File: src/rtl/stdd_pkg.sv
package stdd_pkg;

  // Controller states of the transition gate.
  typedef enum logic [2:0] {
    S_IDLE,
    S_CHECK,
    S_FIND,
    S_WRITE,
    S_OUT
  } state_e;

  // Reasons a proposed change is refused.
  localparam int unsigned CAUSE_BITS = 2;
  localparam logic [CAUSE_BITS-1:0] CAUSE_NONE   = 2'd0;
  localparam logic [CAUSE_BITS-1:0] CAUSE_DWELL  = 2'd1;
  localparam logic [CAUSE_BITS-1:0] CAUSE_REPEAT = 2'd2;

  // Configuration register map.
  localparam int unsigned CFG_IDX_BITS  = 8;
  localparam int unsigned CFG_DATA_BITS = 32;
  localparam int unsigned MASK_BITS     = 8;
  localparam logic [CFG_IDX_BITS-1:0] REG_DWELL_FAST = 8'd0;
  localparam logic [CFG_IDX_BITS-1:0] REG_DWELL_SLOW = 8'd1;
  localparam logic [CFG_IDX_BITS-1:0] REG_COOLDOWN   = 8'd2;
  localparam logic [CFG_IDX_BITS-1:0] REG_FAST_MASK  = 8'd3;

endpackage

File: src/rtl/state_transition_dwell_dedup_gate_top.sv
// State transition gate with minimum dwell and a repeat cooldown. Each request carries a
// proposed state, an optional source id and a nondecreasing timestamp, and produces exactly
// one result: the state in force afterward, whether it changed, the prior state, the time
// spent in the current state and the reason for a refusal. The repeat table is a ring of
// SLOT_COUNT cells that rotates past a single compare unit at its head, one slot per cycle.
// A request that proposes the current state or fails the dwell check goes from the check
// straight to the output state. A request without a source that is accepted spends one
// rotation pruning before its result. A request with a source that passes the dwell check
// first spends one rotation searching for a match, a free slot and the oldest stamp; when
// the repeat check refuses it the result follows, otherwise a second rotation stamps the
// chosen slot and prunes stale entries. One request is in flight at a time; a finished
// result waits in the output register while the next request is already taken.
// Configuration writes are always ready and belong in idle time.
module state_transition_dwell_dedup_gate_top #(
  parameter int unsigned STATE_BITS  = 3,
  parameter int unsigned SLOT_COUNT  = 16,
  parameter int unsigned SOURCE_BITS = 32,
  parameter int unsigned TIME_BITS   = 48
) (
  input  logic                                clk_i,
  input  logic                                rst_ni,
  // Request channel
  input  logic                                in_valid_i,
  output logic                                in_stall_o,
  input  logic [STATE_BITS-1:0]               proposed_state_i,
  input  logic                                has_source_i,
  input  logic [SOURCE_BITS-1:0]              source_id_i,
  input  logic [TIME_BITS-1:0]                now_time_i,
  // Result channel
  output logic                                out_valid_o,
  input  logic                                out_stall_i,
  output logic [STATE_BITS-1:0]               out_state_o,
  output logic                                changed_o,
  output logic [STATE_BITS-1:0]               prior_state_o,
  output logic [TIME_BITS-1:0]                state_age_o,
  output logic [stdd_pkg::CAUSE_BITS-1:0]     block_cause_o,
  // Configuration write channel
  input  logic                                cfg_valid_i,
  output logic                                cfg_ready_o,
  input  logic [stdd_pkg::CFG_IDX_BITS-1:0]   cfg_index_i,
  input  logic [stdd_pkg::CFG_DATA_BITS-1:0]  cfg_data_i
);

  import stdd_pkg::*;

  localparam int unsigned IDX_W = $clog2(SLOT_COUNT);
  localparam logic [IDX_W-1:0] LAST_IDX = IDX_W'(SLOT_COUNT - 1);

  state_e state_q, state_d;

  // Configuration registers
  logic [CFG_DATA_BITS-1:0] dwell_fast_q, dwell_slow_q, cooldown_q;
  logic [MASK_BITS-1:0]     fast_mask_q;

  // Gate state
  logic [STATE_BITS-1:0] cur_q;
  logic [TIME_BITS-1:0]  entered_q;

  // Captured request
  logic [STATE_BITS-1:0]  prop_q;
  logic                   has_src_q;
  logic [SOURCE_BITS-1:0] src_q;
  logic [TIME_BITS-1:0]   now_q;

  // Scan position and search accumulators
  logic [IDX_W-1:0]     idx_q;
  logic                 match_q, block_q, free_q, wr_en_q;
  logic [IDX_W-1:0]     match_idx_q, free_idx_q, min_idx_q, sel_idx_q;
  logic [TIME_BITS-1:0] min_stamp_q;

  // Pending result and output register
  logic [STATE_BITS-1:0] res_state_q, res_prior_q;
  logic                  res_changed_q;
  logic [TIME_BITS-1:0]  res_age_q;
  logic [CAUSE_BITS-1:0] res_cause_q;
  logic                  out_valid_q;
  logic [STATE_BITS-1:0] out_state_q, out_prior_q;
  logic                  out_changed_q;
  logic [TIME_BITS-1:0]  out_age_q;
  logic [CAUSE_BITS-1:0] out_cause_q;

  // Ring of slot cells
  logic                   cell_valid  [SLOT_COUNT];
  logic [SOURCE_BITS-1:0] cell_source [SLOT_COUNT];
  logic [STATE_BITS-1:0]  cell_code   [SLOT_COUNT];
  logic [TIME_BITS-1:0]   cell_stamp  [SLOT_COUNT];
  logic                   head_valid;
  logic [SOURCE_BITS-1:0] head_source;
  logic [STATE_BITS-1:0]  head_code;
  logic [TIME_BITS-1:0]   head_stamp;
  logic                   shift;

  // Control strobes from the state machine
  logic accept, check_go, find_last, load_out;

  // Datapath terms
  logic [TIME_BITS-1:0]  elapsed, age;
  logic [CFG_DATA_BITS-1:0] need;
  logic                  is_fast, dwell_ok;
  logic [TIME_BITS-1:0]  head_diff;
  logic                  head_match, head_cool, head_prune, head_wr;
  logic                  prev_match, prev_block, prev_free;
  logic                  fin_match, fin_block, fin_free, head_less;
  logic [IDX_W-1:0]      fin_match_idx, fin_free_idx, fin_min_idx, sel_idx;
  logic [TIME_BITS-1:0]  fin_min_stamp;
  logic [IDX_W-1:0]      idx_next;

  assign cfg_ready_o = 1'b1;

  // Dwell check and age against the captured timestamp.
  always_comb begin
    elapsed  = now_q - entered_q;
    age      = (entered_q != '0) ? elapsed : '0;
    is_fast  = ({1'b0, cur_q} < (STATE_BITS + 1)'(8)) && fast_mask_q[cur_q[2:0]];
    need     = is_fast ? dwell_fast_q : dwell_slow_q;
    dwell_ok = ((entered_q == '0) && (cur_q == '0)) || (elapsed >= TIME_BITS'(need));
  end

  // Head of the ring: compare, search and the write-back of stamp and prune.
  always_comb begin
    head_diff  = now_q - cell_stamp[0];
    head_match = cell_valid[0] && (cell_source[0] == src_q) && (cell_code[0] == prop_q);
    head_cool  = head_diff < TIME_BITS'(cooldown_q);
    head_prune = {1'b0, head_diff} > (TIME_BITS + 1)'({cooldown_q, 1'b0});
    head_less  = cell_stamp[0] < min_stamp_q;

    prev_match = (idx_q != '0) && match_q;
    prev_block = (idx_q != '0) && block_q;
    prev_free  = (idx_q != '0) && free_q;

    fin_match     = prev_match || head_match;
    fin_match_idx = prev_match ? match_idx_q : idx_q;
    fin_block     = prev_block || (head_match && head_cool);
    fin_free      = prev_free || !cell_valid[0];
    fin_free_idx  = prev_free ? free_idx_q : idx_q;
    if ((idx_q == '0) || head_less) begin
      fin_min_stamp = cell_stamp[0];
      fin_min_idx   = idx_q;
    end else begin
      fin_min_stamp = min_stamp_q;
      fin_min_idx   = min_idx_q;
    end
    sel_idx = fin_match ? fin_match_idx : (fin_free ? fin_free_idx : fin_min_idx);

    head_wr = (state_q == S_WRITE) && wr_en_q && (idx_q == sel_idx_q);
    if (state_q == S_WRITE) begin
      head_valid = head_wr || (cell_valid[0] && !head_prune);
    end else begin
      head_valid = cell_valid[0];
    end
    head_source = head_wr ? src_q  : cell_source[0];
    head_code   = head_wr ? prop_q : cell_code[0];
    head_stamp  = head_wr ? now_q  : cell_stamp[0];

    idx_next = (idx_q == LAST_IDX) ? '0 : idx_q + IDX_W'(1);
  end

  assign shift = (state_q == S_FIND) || (state_q == S_WRITE);

  // The ring: each cell takes its neighbor's slot, the last one takes the head's write-back.
  for (genvar g = 0; g < SLOT_COUNT; g++) begin : g_cell
    if (g == SLOT_COUNT - 1) begin : g_last
      stdd_cell #(
        .STATE_BITS (STATE_BITS),
        .SOURCE_BITS(SOURCE_BITS),
        .TIME_BITS  (TIME_BITS)
      ) u_cell (
        .clk_i   (clk_i),
        .rst_ni  (rst_ni),
        .shift_i (shift),
        .valid_i (head_valid),
        .source_i(head_source),
        .code_i  (head_code),
        .stamp_i (head_stamp),
        .valid_o (cell_valid[g]),
        .source_o(cell_source[g]),
        .code_o  (cell_code[g]),
        .stamp_o (cell_stamp[g])
      );
    end else begin : g_mid
      stdd_cell #(
        .STATE_BITS (STATE_BITS),
        .SOURCE_BITS(SOURCE_BITS),
        .TIME_BITS  (TIME_BITS)
      ) u_cell (
        .clk_i   (clk_i),
        .rst_ni  (rst_ni),
        .shift_i (shift),
        .valid_i (cell_valid[g+1]),
        .source_i(cell_source[g+1]),
        .code_i  (cell_code[g+1]),
        .stamp_i (cell_stamp[g+1]),
        .valid_o (cell_valid[g]),
        .source_o(cell_source[g]),
        .code_o  (cell_code[g]),
        .stamp_o (cell_stamp[g])
      );
    end
  end

  // Next state and strobes.
  always_comb begin
    state_d    = state_q;
    in_stall_o = 1'b1;
    accept     = 1'b0;
    check_go   = 1'b0;
    find_last  = 1'b0;
    load_out   = 1'b0;
    case (state_q)
      S_IDLE: begin
        in_stall_o = 1'b0;
        if (in_valid_i) begin
          accept  = 1'b1;
          state_d = S_CHECK;
        end
      end
      S_CHECK: begin
        check_go = 1'b1;
        if ((prop_q == cur_q) || !dwell_ok) begin
          state_d = S_OUT;
        end else if (has_src_q) begin
          state_d = S_FIND;
        end else begin
          state_d = S_WRITE;
        end
      end
      S_FIND: begin
        if (idx_q == LAST_IDX) begin
          find_last = 1'b1;
          state_d   = fin_block ? S_OUT : S_WRITE;
        end
      end
      S_WRITE: begin
        if (idx_q == LAST_IDX) begin
          state_d = S_OUT;
        end
      end
      S_OUT: begin
        if (!out_valid_q || !out_stall_i) begin
          load_out = 1'b1;
          state_d  = S_IDLE;
        end
      end
      default: begin
        state_d = S_IDLE;
      end
    endcase
  end

  // State register.
  always_ff @(posedge clk_i or negedge rst_ni) begin
    if (!rst_ni) begin
      state_q <= S_IDLE;
    end else begin
      state_q <= state_d;
    end
  end

  // Configuration registers, gate state, scan position and output valid.
  always_ff @(posedge clk_i or negedge rst_ni) begin
    if (!rst_ni) begin
      dwell_fast_q <= '0;
      dwell_slow_q <= '0;
      cooldown_q   <= '0;
      fast_mask_q  <= '0;
      cur_q        <= '0;
      entered_q    <= '0;
      idx_q        <= '0;
      out_valid_q  <= 1'b0;
    end else begin
      if (cfg_valid_i) begin
        case (cfg_index_i)
          REG_DWELL_FAST: dwell_fast_q <= cfg_data_i;
          REG_DWELL_SLOW: dwell_slow_q <= cfg_data_i;
          REG_COOLDOWN:   cooldown_q   <= cfg_data_i;
          REG_FAST_MASK:  fast_mask_q  <= cfg_data_i[MASK_BITS-1:0];
          default: ;
        endcase
      end
      // A change takes effect once the dwell passes and, with a source, no repeat blocks.
      if ((check_go && (prop_q != cur_q) && dwell_ok && !has_src_q) ||
          (find_last && !fin_block)) begin
        cur_q     <= prop_q;
        entered_q <= now_q;
      end
      if (shift) begin
        idx_q <= idx_next;
      end
      if (load_out) begin
        out_valid_q <= 1'b1;
      end else if (!out_stall_i) begin
        out_valid_q <= 1'b0;
      end
    end
  end

  // Request capture, search accumulators and the pending result.
  always_ff @(posedge clk_i) begin
    if (accept) begin
      prop_q    <= proposed_state_i;
      has_src_q <= has_source_i;
      src_q     <= source_id_i;
      now_q     <= now_time_i;
    end
    if (check_go) begin
      res_prior_q <= cur_q;
      wr_en_q     <= 1'b0;
      if ((prop_q != cur_q) && !dwell_ok) begin
        res_state_q   <= cur_q;
        res_changed_q <= 1'b0;
        res_age_q     <= age;
        res_cause_q   <= CAUSE_DWELL;
      end else if ((prop_q != cur_q) && !has_src_q) begin
        res_state_q   <= prop_q;
        res_changed_q <= 1'b1;
        res_age_q     <= '0;
        res_cause_q   <= CAUSE_NONE;
      end else begin
        res_state_q   <= cur_q;
        res_changed_q <= 1'b0;
        res_age_q     <= age;
        res_cause_q   <= CAUSE_NONE;
      end
    end
    if (state_q == S_FIND) begin
      match_q     <= fin_match;
      match_idx_q <= fin_match_idx;
      block_q     <= fin_block;
      free_q      <= fin_free;
      free_idx_q  <= fin_free_idx;
      min_stamp_q <= fin_min_stamp;
      min_idx_q   <= fin_min_idx;
    end
    if (find_last) begin
      if (fin_block) begin
        res_cause_q <= CAUSE_REPEAT;
      end else begin
        res_state_q   <= prop_q;
        res_changed_q <= 1'b1;
        res_age_q     <= '0;
        wr_en_q       <= 1'b1;
        sel_idx_q     <= sel_idx;
      end
    end
    if (load_out) begin
      out_state_q   <= res_state_q;
      out_changed_q <= res_changed_q;
      out_prior_q   <= res_prior_q;
      out_age_q     <= res_age_q;
      out_cause_q   <= res_cause_q;
    end
  end

  assign out_valid_o   = out_valid_q;
  assign out_state_o   = out_state_q;
  assign changed_o     = out_changed_q;
  assign prior_state_o = out_prior_q;
  assign state_age_o   = out_age_q;
  assign block_cause_o = out_cause_q;

endmodule

File: src/rtl/stdd_cell.sv
module stdd_cell #(
  parameter int unsigned STATE_BITS  = 3,
  parameter int unsigned SOURCE_BITS = 32,
  parameter int unsigned TIME_BITS   = 48
) (
  input  logic                   clk_i,
  input  logic                   rst_ni,
  input  logic                   shift_i,
  input  logic                   valid_i,
  input  logic [SOURCE_BITS-1:0] source_i,
  input  logic [STATE_BITS-1:0]  code_i,
  input  logic [TIME_BITS-1:0]   stamp_i,
  output logic                   valid_o,
  output logic [SOURCE_BITS-1:0] source_o,
  output logic [STATE_BITS-1:0]  code_o,
  output logic [TIME_BITS-1:0]   stamp_o
);

  logic                   valid_q;
  logic [SOURCE_BITS-1:0] source_q;
  logic [STATE_BITS-1:0]  code_q;
  logic [TIME_BITS-1:0]   stamp_q;

  // The valid flag is cleared by reset; an invalid slot never matches and counts as free.
  always_ff @(posedge clk_i or negedge rst_ni) begin
    if (!rst_ni) begin
      valid_q <= 1'b0;
    end else if (shift_i) begin
      valid_q <= valid_i;
    end
  end

  // The slot contents move one cell toward the head on every shift.
  always_ff @(posedge clk_i) begin
    if (shift_i) begin
      source_q <= source_i;
      code_q   <= code_i;
      stamp_q  <= stamp_i;
    end
  end

  assign valid_o  = valid_q;
  assign source_o = source_q;
  assign code_o   = code_q;
  assign stamp_o  = stamp_q;

endmodule
File: config.mk
export PLATFORM = sky130hd
export DESIGN_NAME = state_transition_dwell_dedup_gate_top
export DESIGN_NICKNAME = d
export VERILOG_FILES = /design/src/rtl/stdd_pkg.sv /design/src/rtl/state_transition_dwell_dedup_gate_top.sv /design/src/rtl/stdd_cell.sv
export SDC_FILE = /design/constraint.sdc
export NUM_CORES = 2
export LEC_CHECK = 0
export BUFFER_PORTS_ARGS = -buffer_cell sky130_fd_sc_hd__buf_4
export CAP_MARGIN = 10
export CORE_MARGIN = 4
export CORE_UTILIZATION = 56
export CTS_CLUSTER_DIAMETER = 30
export DETAILED_ROUTE_END_ITERATION = 7
export HOLD_SLACK_MARGIN = 0.03
export PLACE_DENSITY = 0.76
export SLEW_MARGIN = 20
export SYNTH_ARGS = -nofsm -noshare
export SYNTH_HDL_FRONTEND = slang
export SYNTH_HIERARCHICAL = 1
export SYNTH_SLANG_ARGS = --single-unit
File: constraint.sdc
create_clock -name clk_i -period 34.3 [get_ports clk_i]
set_input_delay 6.86 -clock clk_i [delete_from_list [all_inputs] [get_ports clk_i]]
set_output_delay 6.86 -clock clk_i [all_outputs]
set_load 0.005 [all_outputs]
# Yosys cells after proc, flatten, opt, wreduce, memory -nomap -nowiden
# Index checks and enable logic that the tools add are counted.
[word_totals]
wordCells = 224
register_bits = 1773
[classes]
eq_ne = 18
n_mux = 54
magnitude_cmp = 5
reduce_logical = 47
bitwise_logic = 1
n_addsub = 3
[ops]
columns = ["operator", "n"]
rows = [
  ["$mux W48", 7],
  ["$sub A48 B48 Y48", 2],
  ["$mux W32", 2],
  ["$ge A48 B32 Y1", 1],
  ["$gt A48 B33 Y1", 1],
  ["$logic_not A48 Y1", 1],
  ["$lt A48 B32 Y1", 1],
  ["$lt A48 B48 Y1", 1],
  ["$reduce_bool A48 Y1", 1],
  ["$mux W3", 12],
  ["$eq A32 B32 Y1", 1],
  ["$mux W4", 6],
  ["$mux W1", 22],
  ["$eq A8 B2 Y1 const B", 2],
  ["$logic_and A1 B1 Y1", 16],
  ["$pmux W3 S5", 1],
  ["$reduce_and A2 Y1", 6],
  ["$logic_or A1 B1 Y1", 10],
  ["$eq A8 B1 Y1 const B", 1],
  ["$logic_not A8 Y1", 1],
  ["$logic_not A1 Y1", 7],
  ["$eq A3 B2 Y1 const B", 2],
  ["$eq A3 B3 Y1", 2],
  ["$logic_not A3 Y1", 2],
  ["other kinds (15)", 20],
]

# Logic depth before layout (Yosys ltp)
[logic_depth]
ltp_word = 11
depth_mapped = 26
ltp_nobuf = 24

# Cells and area by module
# Netlist, hierarchy kept.
[by_module_without_submodules]
columns = ["module", "n_inst", "area_each_um2", "cells_each"]
rows = [
  ["stdd_cell", 16, 2532.4, 85],
  ["state_transition_dwell_dedup_gate_top", 1, 27149.8, 2576],
]

# Least setup slack after synthesis
# No wires, ideal clock.
[synth_timing]
path_kind = "register to register"
startpoint = "register state_q[2]"
endpoint = "register g_cell[0].g_mid.u_cell.code_q[0], enable pin"
stages_incl_launch_ff = 3
setup_slack_ps = -908
setup_time_ps = 10308
arrival_time_ps = 24900
path_cell_list = "dfrtp_1 -> nand2b_1 -> clkinv_1"
[synth_via]
elab_chain_len = 2
elab_cells_between_ends = 3
cone_classes = "eq/ne: 2; reduce/logical: 1"
[synth_lines]
columns = ["item", "line", "rtl"]
rows = [
  ["from (decl)", "state_transition_dwell_dedup_gate_top.sv:49", "state_e state_q, state_d;"],
  ["from (signal assigned)", "state_transition_dwell_dedup_gate_top.sv:255", "state_q <= state_d;"],
  ["$eq A3 B2 Y1", "state_transition_dwell_dedup_gate_top.sv:158", "assign shift = (state_q == S_FIND) || (state_q == S_WRITE);"],
  ["$logic_or A1 B1 Y1 (*)", "state_transition_dwell_dedup_gate_top.sv:158", ""],
  ["named net shift", "state_transition_dwell_dedup_gate_top.sv:91", "logic shift;"],
  ["to (signal assigned)", "stdd_cell.sv:37", "code_q <= code_i;"],
  ["to (decl)", "stdd_cell.sv:21", "logic [STATE_BITS-1:0] code_q;"],
]
# The timed path passes the listed nets; every way through them passes the cells marked *.
# A chain may end at the register's enable or synchronous reset.

# Final worst setup path
[layout_timing]
startpoint = "register state_q[2]"
endpoint = "output port in_stall_o"
[layout_via]
elab_chain_len = 2
[layout_lines]
columns = ["item", "line", "rtl"]
rows = [
  ["$logic_not A3 Y1", "state_transition_dwell_dedup_gate_top.sv:209", "case (state_q)"],
  ["$mux W1", "state_transition_dwell_dedup_gate_top.sv:209", ""],
  ["to (decl)", "state_transition_dwell_dedup_gate_top.sv:24", "output logic in_stall_o,"],
]
# Every way passes these cells.

==> results_dict.tcl <==
set metrics [dict create \
    cts_inserted_buffers 315 \
    drt-total-wl_um 159000 \
    r2r-start "now_q[4]$_DFFE_PP_" \
    maxCapViolCount 0 \
    drt_iter0_markers 3722 \
    met2_wirelength_um 78400 \
    status "finished, final reports clean" \
    synth_seq_cells 1773 \
    seq_area_frac_synth 0.765 \
    fp.dieH_um 356 \
    path_cells "or3_1 > buf_4" \
    grt_pass1_wl_um 238000 \
    diodes 0 \
    gp_congestion 0.916 \
    crit_type "flop to output port" \
    hp-class "flop to flop" \
    port_buffers 187 \
    timing.final.crit_share 0.258 \
    final_cell_count_no_fill 6226 \
    synth_area_sq_mm 0.0677 \
    critPathMaxFanout 5 \
    endpoint_kind "output port" \
    rr_worst_depth 21 \
    cts_resized 0 \
    coreArea_sq_mm 0.120 \
    place_inst 5676 \
    synthArstFlopShare 0.101 \
    finalPower_w 0.00897 \
    fin_nets 4751 \
    grt_pass1_vias 37200 \
    wl_per_cell_um 25.5 \
    finalSetupTns_ns 0 \
    postCtsHoldBufs 0 \
    maxSlewViolCount 0 \
    antenna_left 0 \
    synthFlopType "edfxtp_1" \
    via_per_inst 5.78 \
    hold_viol 0 \
    post-cts-setup-buffer-count 0 \
    chipWidth_um 356 \
    drc 0 \
    crit_end "in_stall_o" \
    setup_ws_ns 25.45 \
    area_growth_pct 20.2 \
    synth_edf_count 1539 \
    startpoint_type "flop" \
    grt_max_degree 221 \
    irDropWorstVdd_mv 0.118 \
    std_cell_rows 127 \
    clk_latency_ns 0.93 \
    yosys_warnings 6 \
    rsz0062_at_grt "no" \
    overflow 0 \
    pwr_density_cell_mw_per_mm2 110 \
    antenna_found_initial 3 \
    tightestPinTransition_ns 1.23 \
    first_pass_iters 6 \
    cts.htree.levels 5 \
    dp_hpwl_um 95700 \
    synth.avg_cell_area_sq_um 17.2 \
    setup_violations 0 \
    route.top_layer_used "met5" \
    syn-instance-count 3936 \
    dpl_worst_slack_ns 25.02 \
    r2r_slack_ns 26.63 \
    start_util 0.564 \
    post_route_cells_drive_above_1_share 0.216 \
    wl_met1_um 65900 \
    clk_pin_slew_worst_paths_ns 0.06 \
    clock_sink_count 1773 \
    cp_slowest_cell "or3_1" \
    io_pins 189 \
    dieArea_sq_mm 0.126 \
    cts_buffer_depth 4 \
    worstPathRequired_ns 27.44 \
    cp_data_arrival_time_ns 1.99 \
    worstSetupStartpoint "state_q[2]$_DFFE_PN0P_" \
    clock_skew_ns 0.104 \
    cts_tree "done" \
    slowest_delay_ns 0.48 \
    synth_fp_nets 4305 \
    leakagePower_nw 30.3 \
    synth.distinct_cells 106 \
    max_freq_ghz 0.113 \
    slew-limit-headroom 0.174 \
    vias 36000 \
    clock-root-buffer "clkbuf_16" \
    wl_met3_um 8050 \
    grt_usage 0.254 \
    worstReg2RegEnd "entered_q[35]$_DFFE_PN0P_" \
    post-route-min-period_ns 8.85 \
]
-- cells in the final DEF, fill, tap and decap left out, types with 25 or more instances in the layout --
cell type   instances
buf_4             213
nor3_1             39
a21oi_1           153
nand2_1           210
nand4_1            81
nor2_1            100
o21a_1             32
bufinv_16          30
clkbuf_16         323
clkinvlp_4         35
mux2_4             64
mux2i_1            36
xnor2_1            82
a22o_1             43
o211ai_1           25
clkbuf_1           27
xor2_1             28
nor4_1             29
dfxtp_1            55
dfrtp_1           179
inv_1             202
clkinv_1           27
a21o_1             73
inv_6              29
edfxtp_1         1539
clkinv_2           26
mux2_2            155
clkinv_4           27
ha_1              238
o21ai_0           151
nand3_1            39
-- Yosys cell counts, types with 35 or more instances --
cell type | number | area share
edfxtp_1 | 1539 | 0.68
o21ai_0 | 151 | 0.011
mux2_2 | 155 | 0.026
mux2i_1 | 37 | 0.0055
a21o_1 | 73 | 0.0081
inv_1 | 202 | 0.011
nand3_1 | 39 | 0.0029
dfrtp_1 | 179 | 0.066
ha_1 | 238 | 0.044
nor2_1 | 102 | 0.0057
xnor2_1 | 82 | 0.011
mux2_4 | 64 | 0.014
clkbuf_1 | 35 | 0.0019
nor3_1 | 39 | 0.0029
a22o_1 | 43 | 0.0056
nand4_1 | 81 | 0.0075
dfxtp_1 | 55 | 0.016
a21oi_1 | 154 | 0.011
nand2_1 | 210 | 0.012
-- where the power goes --
part,switching (W),total (W),internal (W)
clock,0.00110,0.00307,0.00197
combinational,0.00141,0.00212,0.000714
sequential,0.000330,0.00378,0.00345
total,0.00283,0.00897,0.00614
-- worst min-delay path by stage --
| stage | from | to | slack [ns] | cells after the start |
|---|---|---|---|---|
| floorplan | g_cell[1].g_mid.u_cell/code_o[0]$_DFFE_PP_ | g_cell[0].g_mid.u_cell/code_o[0]$_DFFE_PP_ | 0.40 | 0 |
| global placement | g_cell[11].g_mid.u_cell/stamp_o[19]$_DFFE_PP_ | g_cell[10].g_mid.u_cell/stamp_o[19]$_DFFE_PP_ | 0.40 | 0 |
| detailed placement | g_cell[1].g_mid.u_cell/source_o[14]$_DFFE_PP_ | g_cell[0].g_mid.u_cell/source_o[14]$_DFFE_PP_ | 0.40 | 0 |
| CTS | g_cell[2].g_mid.u_cell/code_o[2]$_DFFE_PP_ | g_cell[1].g_mid.u_cell/code_o[2]$_DFFE_PP_ | 0.36 | 0 |
| global route | g_cell[15].g_last.u_cell/stamp_o[30]$_DFFE_PP_ | g_cell[14].g_mid.u_cell/stamp_o[30]$_DFFE_PP_ | 0.36 | 0 |
| finish | g_cell[2].g_mid.u_cell/code_o[2]$_DFFE_PP_ | g_cell[1].g_mid.u_cell/code_o[2]$_DFFE_PP_ | 0.37 | 0 |
-- sequential cells by signal, indices dropped and copies added (netlist names), 8 cells and up --
register                       count
dwell_slow_q                      32
g_cell.g_mid.u_cell/valid_o       15
now_q                             48
state_age_o                       48
g_cell.g_last.u_cell/stamp_o      48
g_cell.g_mid.u_cell/code_o        45
g_cell.g_last.u_cell/source_o     32
g_cell.g_mid.u_cell/source_o     480
g_cell.g_mid.u_cell/stamp_o      720
res_age_q                         48
cooldown_q                        32
fast_mask_q                        8
min_stamp_q                       48
src_q                             32
dwell_fast_q                      32
entered_q                         48
-- routing by layer --
layer  up-vias  global-route usage
li1      16200                   -
met1     18200               0.339
met2      1280               0.415
met3       340              0.0462
met4         2               0.107
met5         -                   0
-- kinds of logic (layout without fill, tap and decap cells) --
logic type               count (synthesis)  in the layout  share of synthesized area
AO/OA/AOI/OAI                          648            648                     0.0652
multiplexers                           258            258                     0.0461
other                                    1              1                  0.0000554
buffers and inverters                  295            973                     0.0187
adder cells (fa/ha/maj)                240            240                     0.0446
flip-flops                            1773           1773                      0.765
AND/OR/NAND/NOR                        611            611                     0.0456
XOR/XNOR                               110            110                     0.0142
-- per-stage QoR --
stage	instance area (sq um)	hold slack (ns)	util
floorplan	67700	0.400	-
global placement	70900	0.400	0.591
detailed placement	70900	0.405	0.591
global route	81400	0.357	0.678
finish	81400	0.366	0.678
CTS	81300	0.357	0.678
-- final cells by class --
class                           count  area, sq um
Clock buffer                      358         8290
Clock inverter                    191         2110
Fill cell                        7550        38600
Inverter                          204          782
Multi-Input combinational cell   1868        14700
Sequential cell                  1773        51800
Tap cell                         1612         2020
Timing Repair Buffer              220         1710
-- critical path: cells and delay by family, from the launching register on --
kind / cells / cell delay (ns)
buf+inv: 1 / 0.18
simple gates: 1 / 0.48
flops: 1 / 0.42
Note: power is estimated with default switching activity, not from simulation.
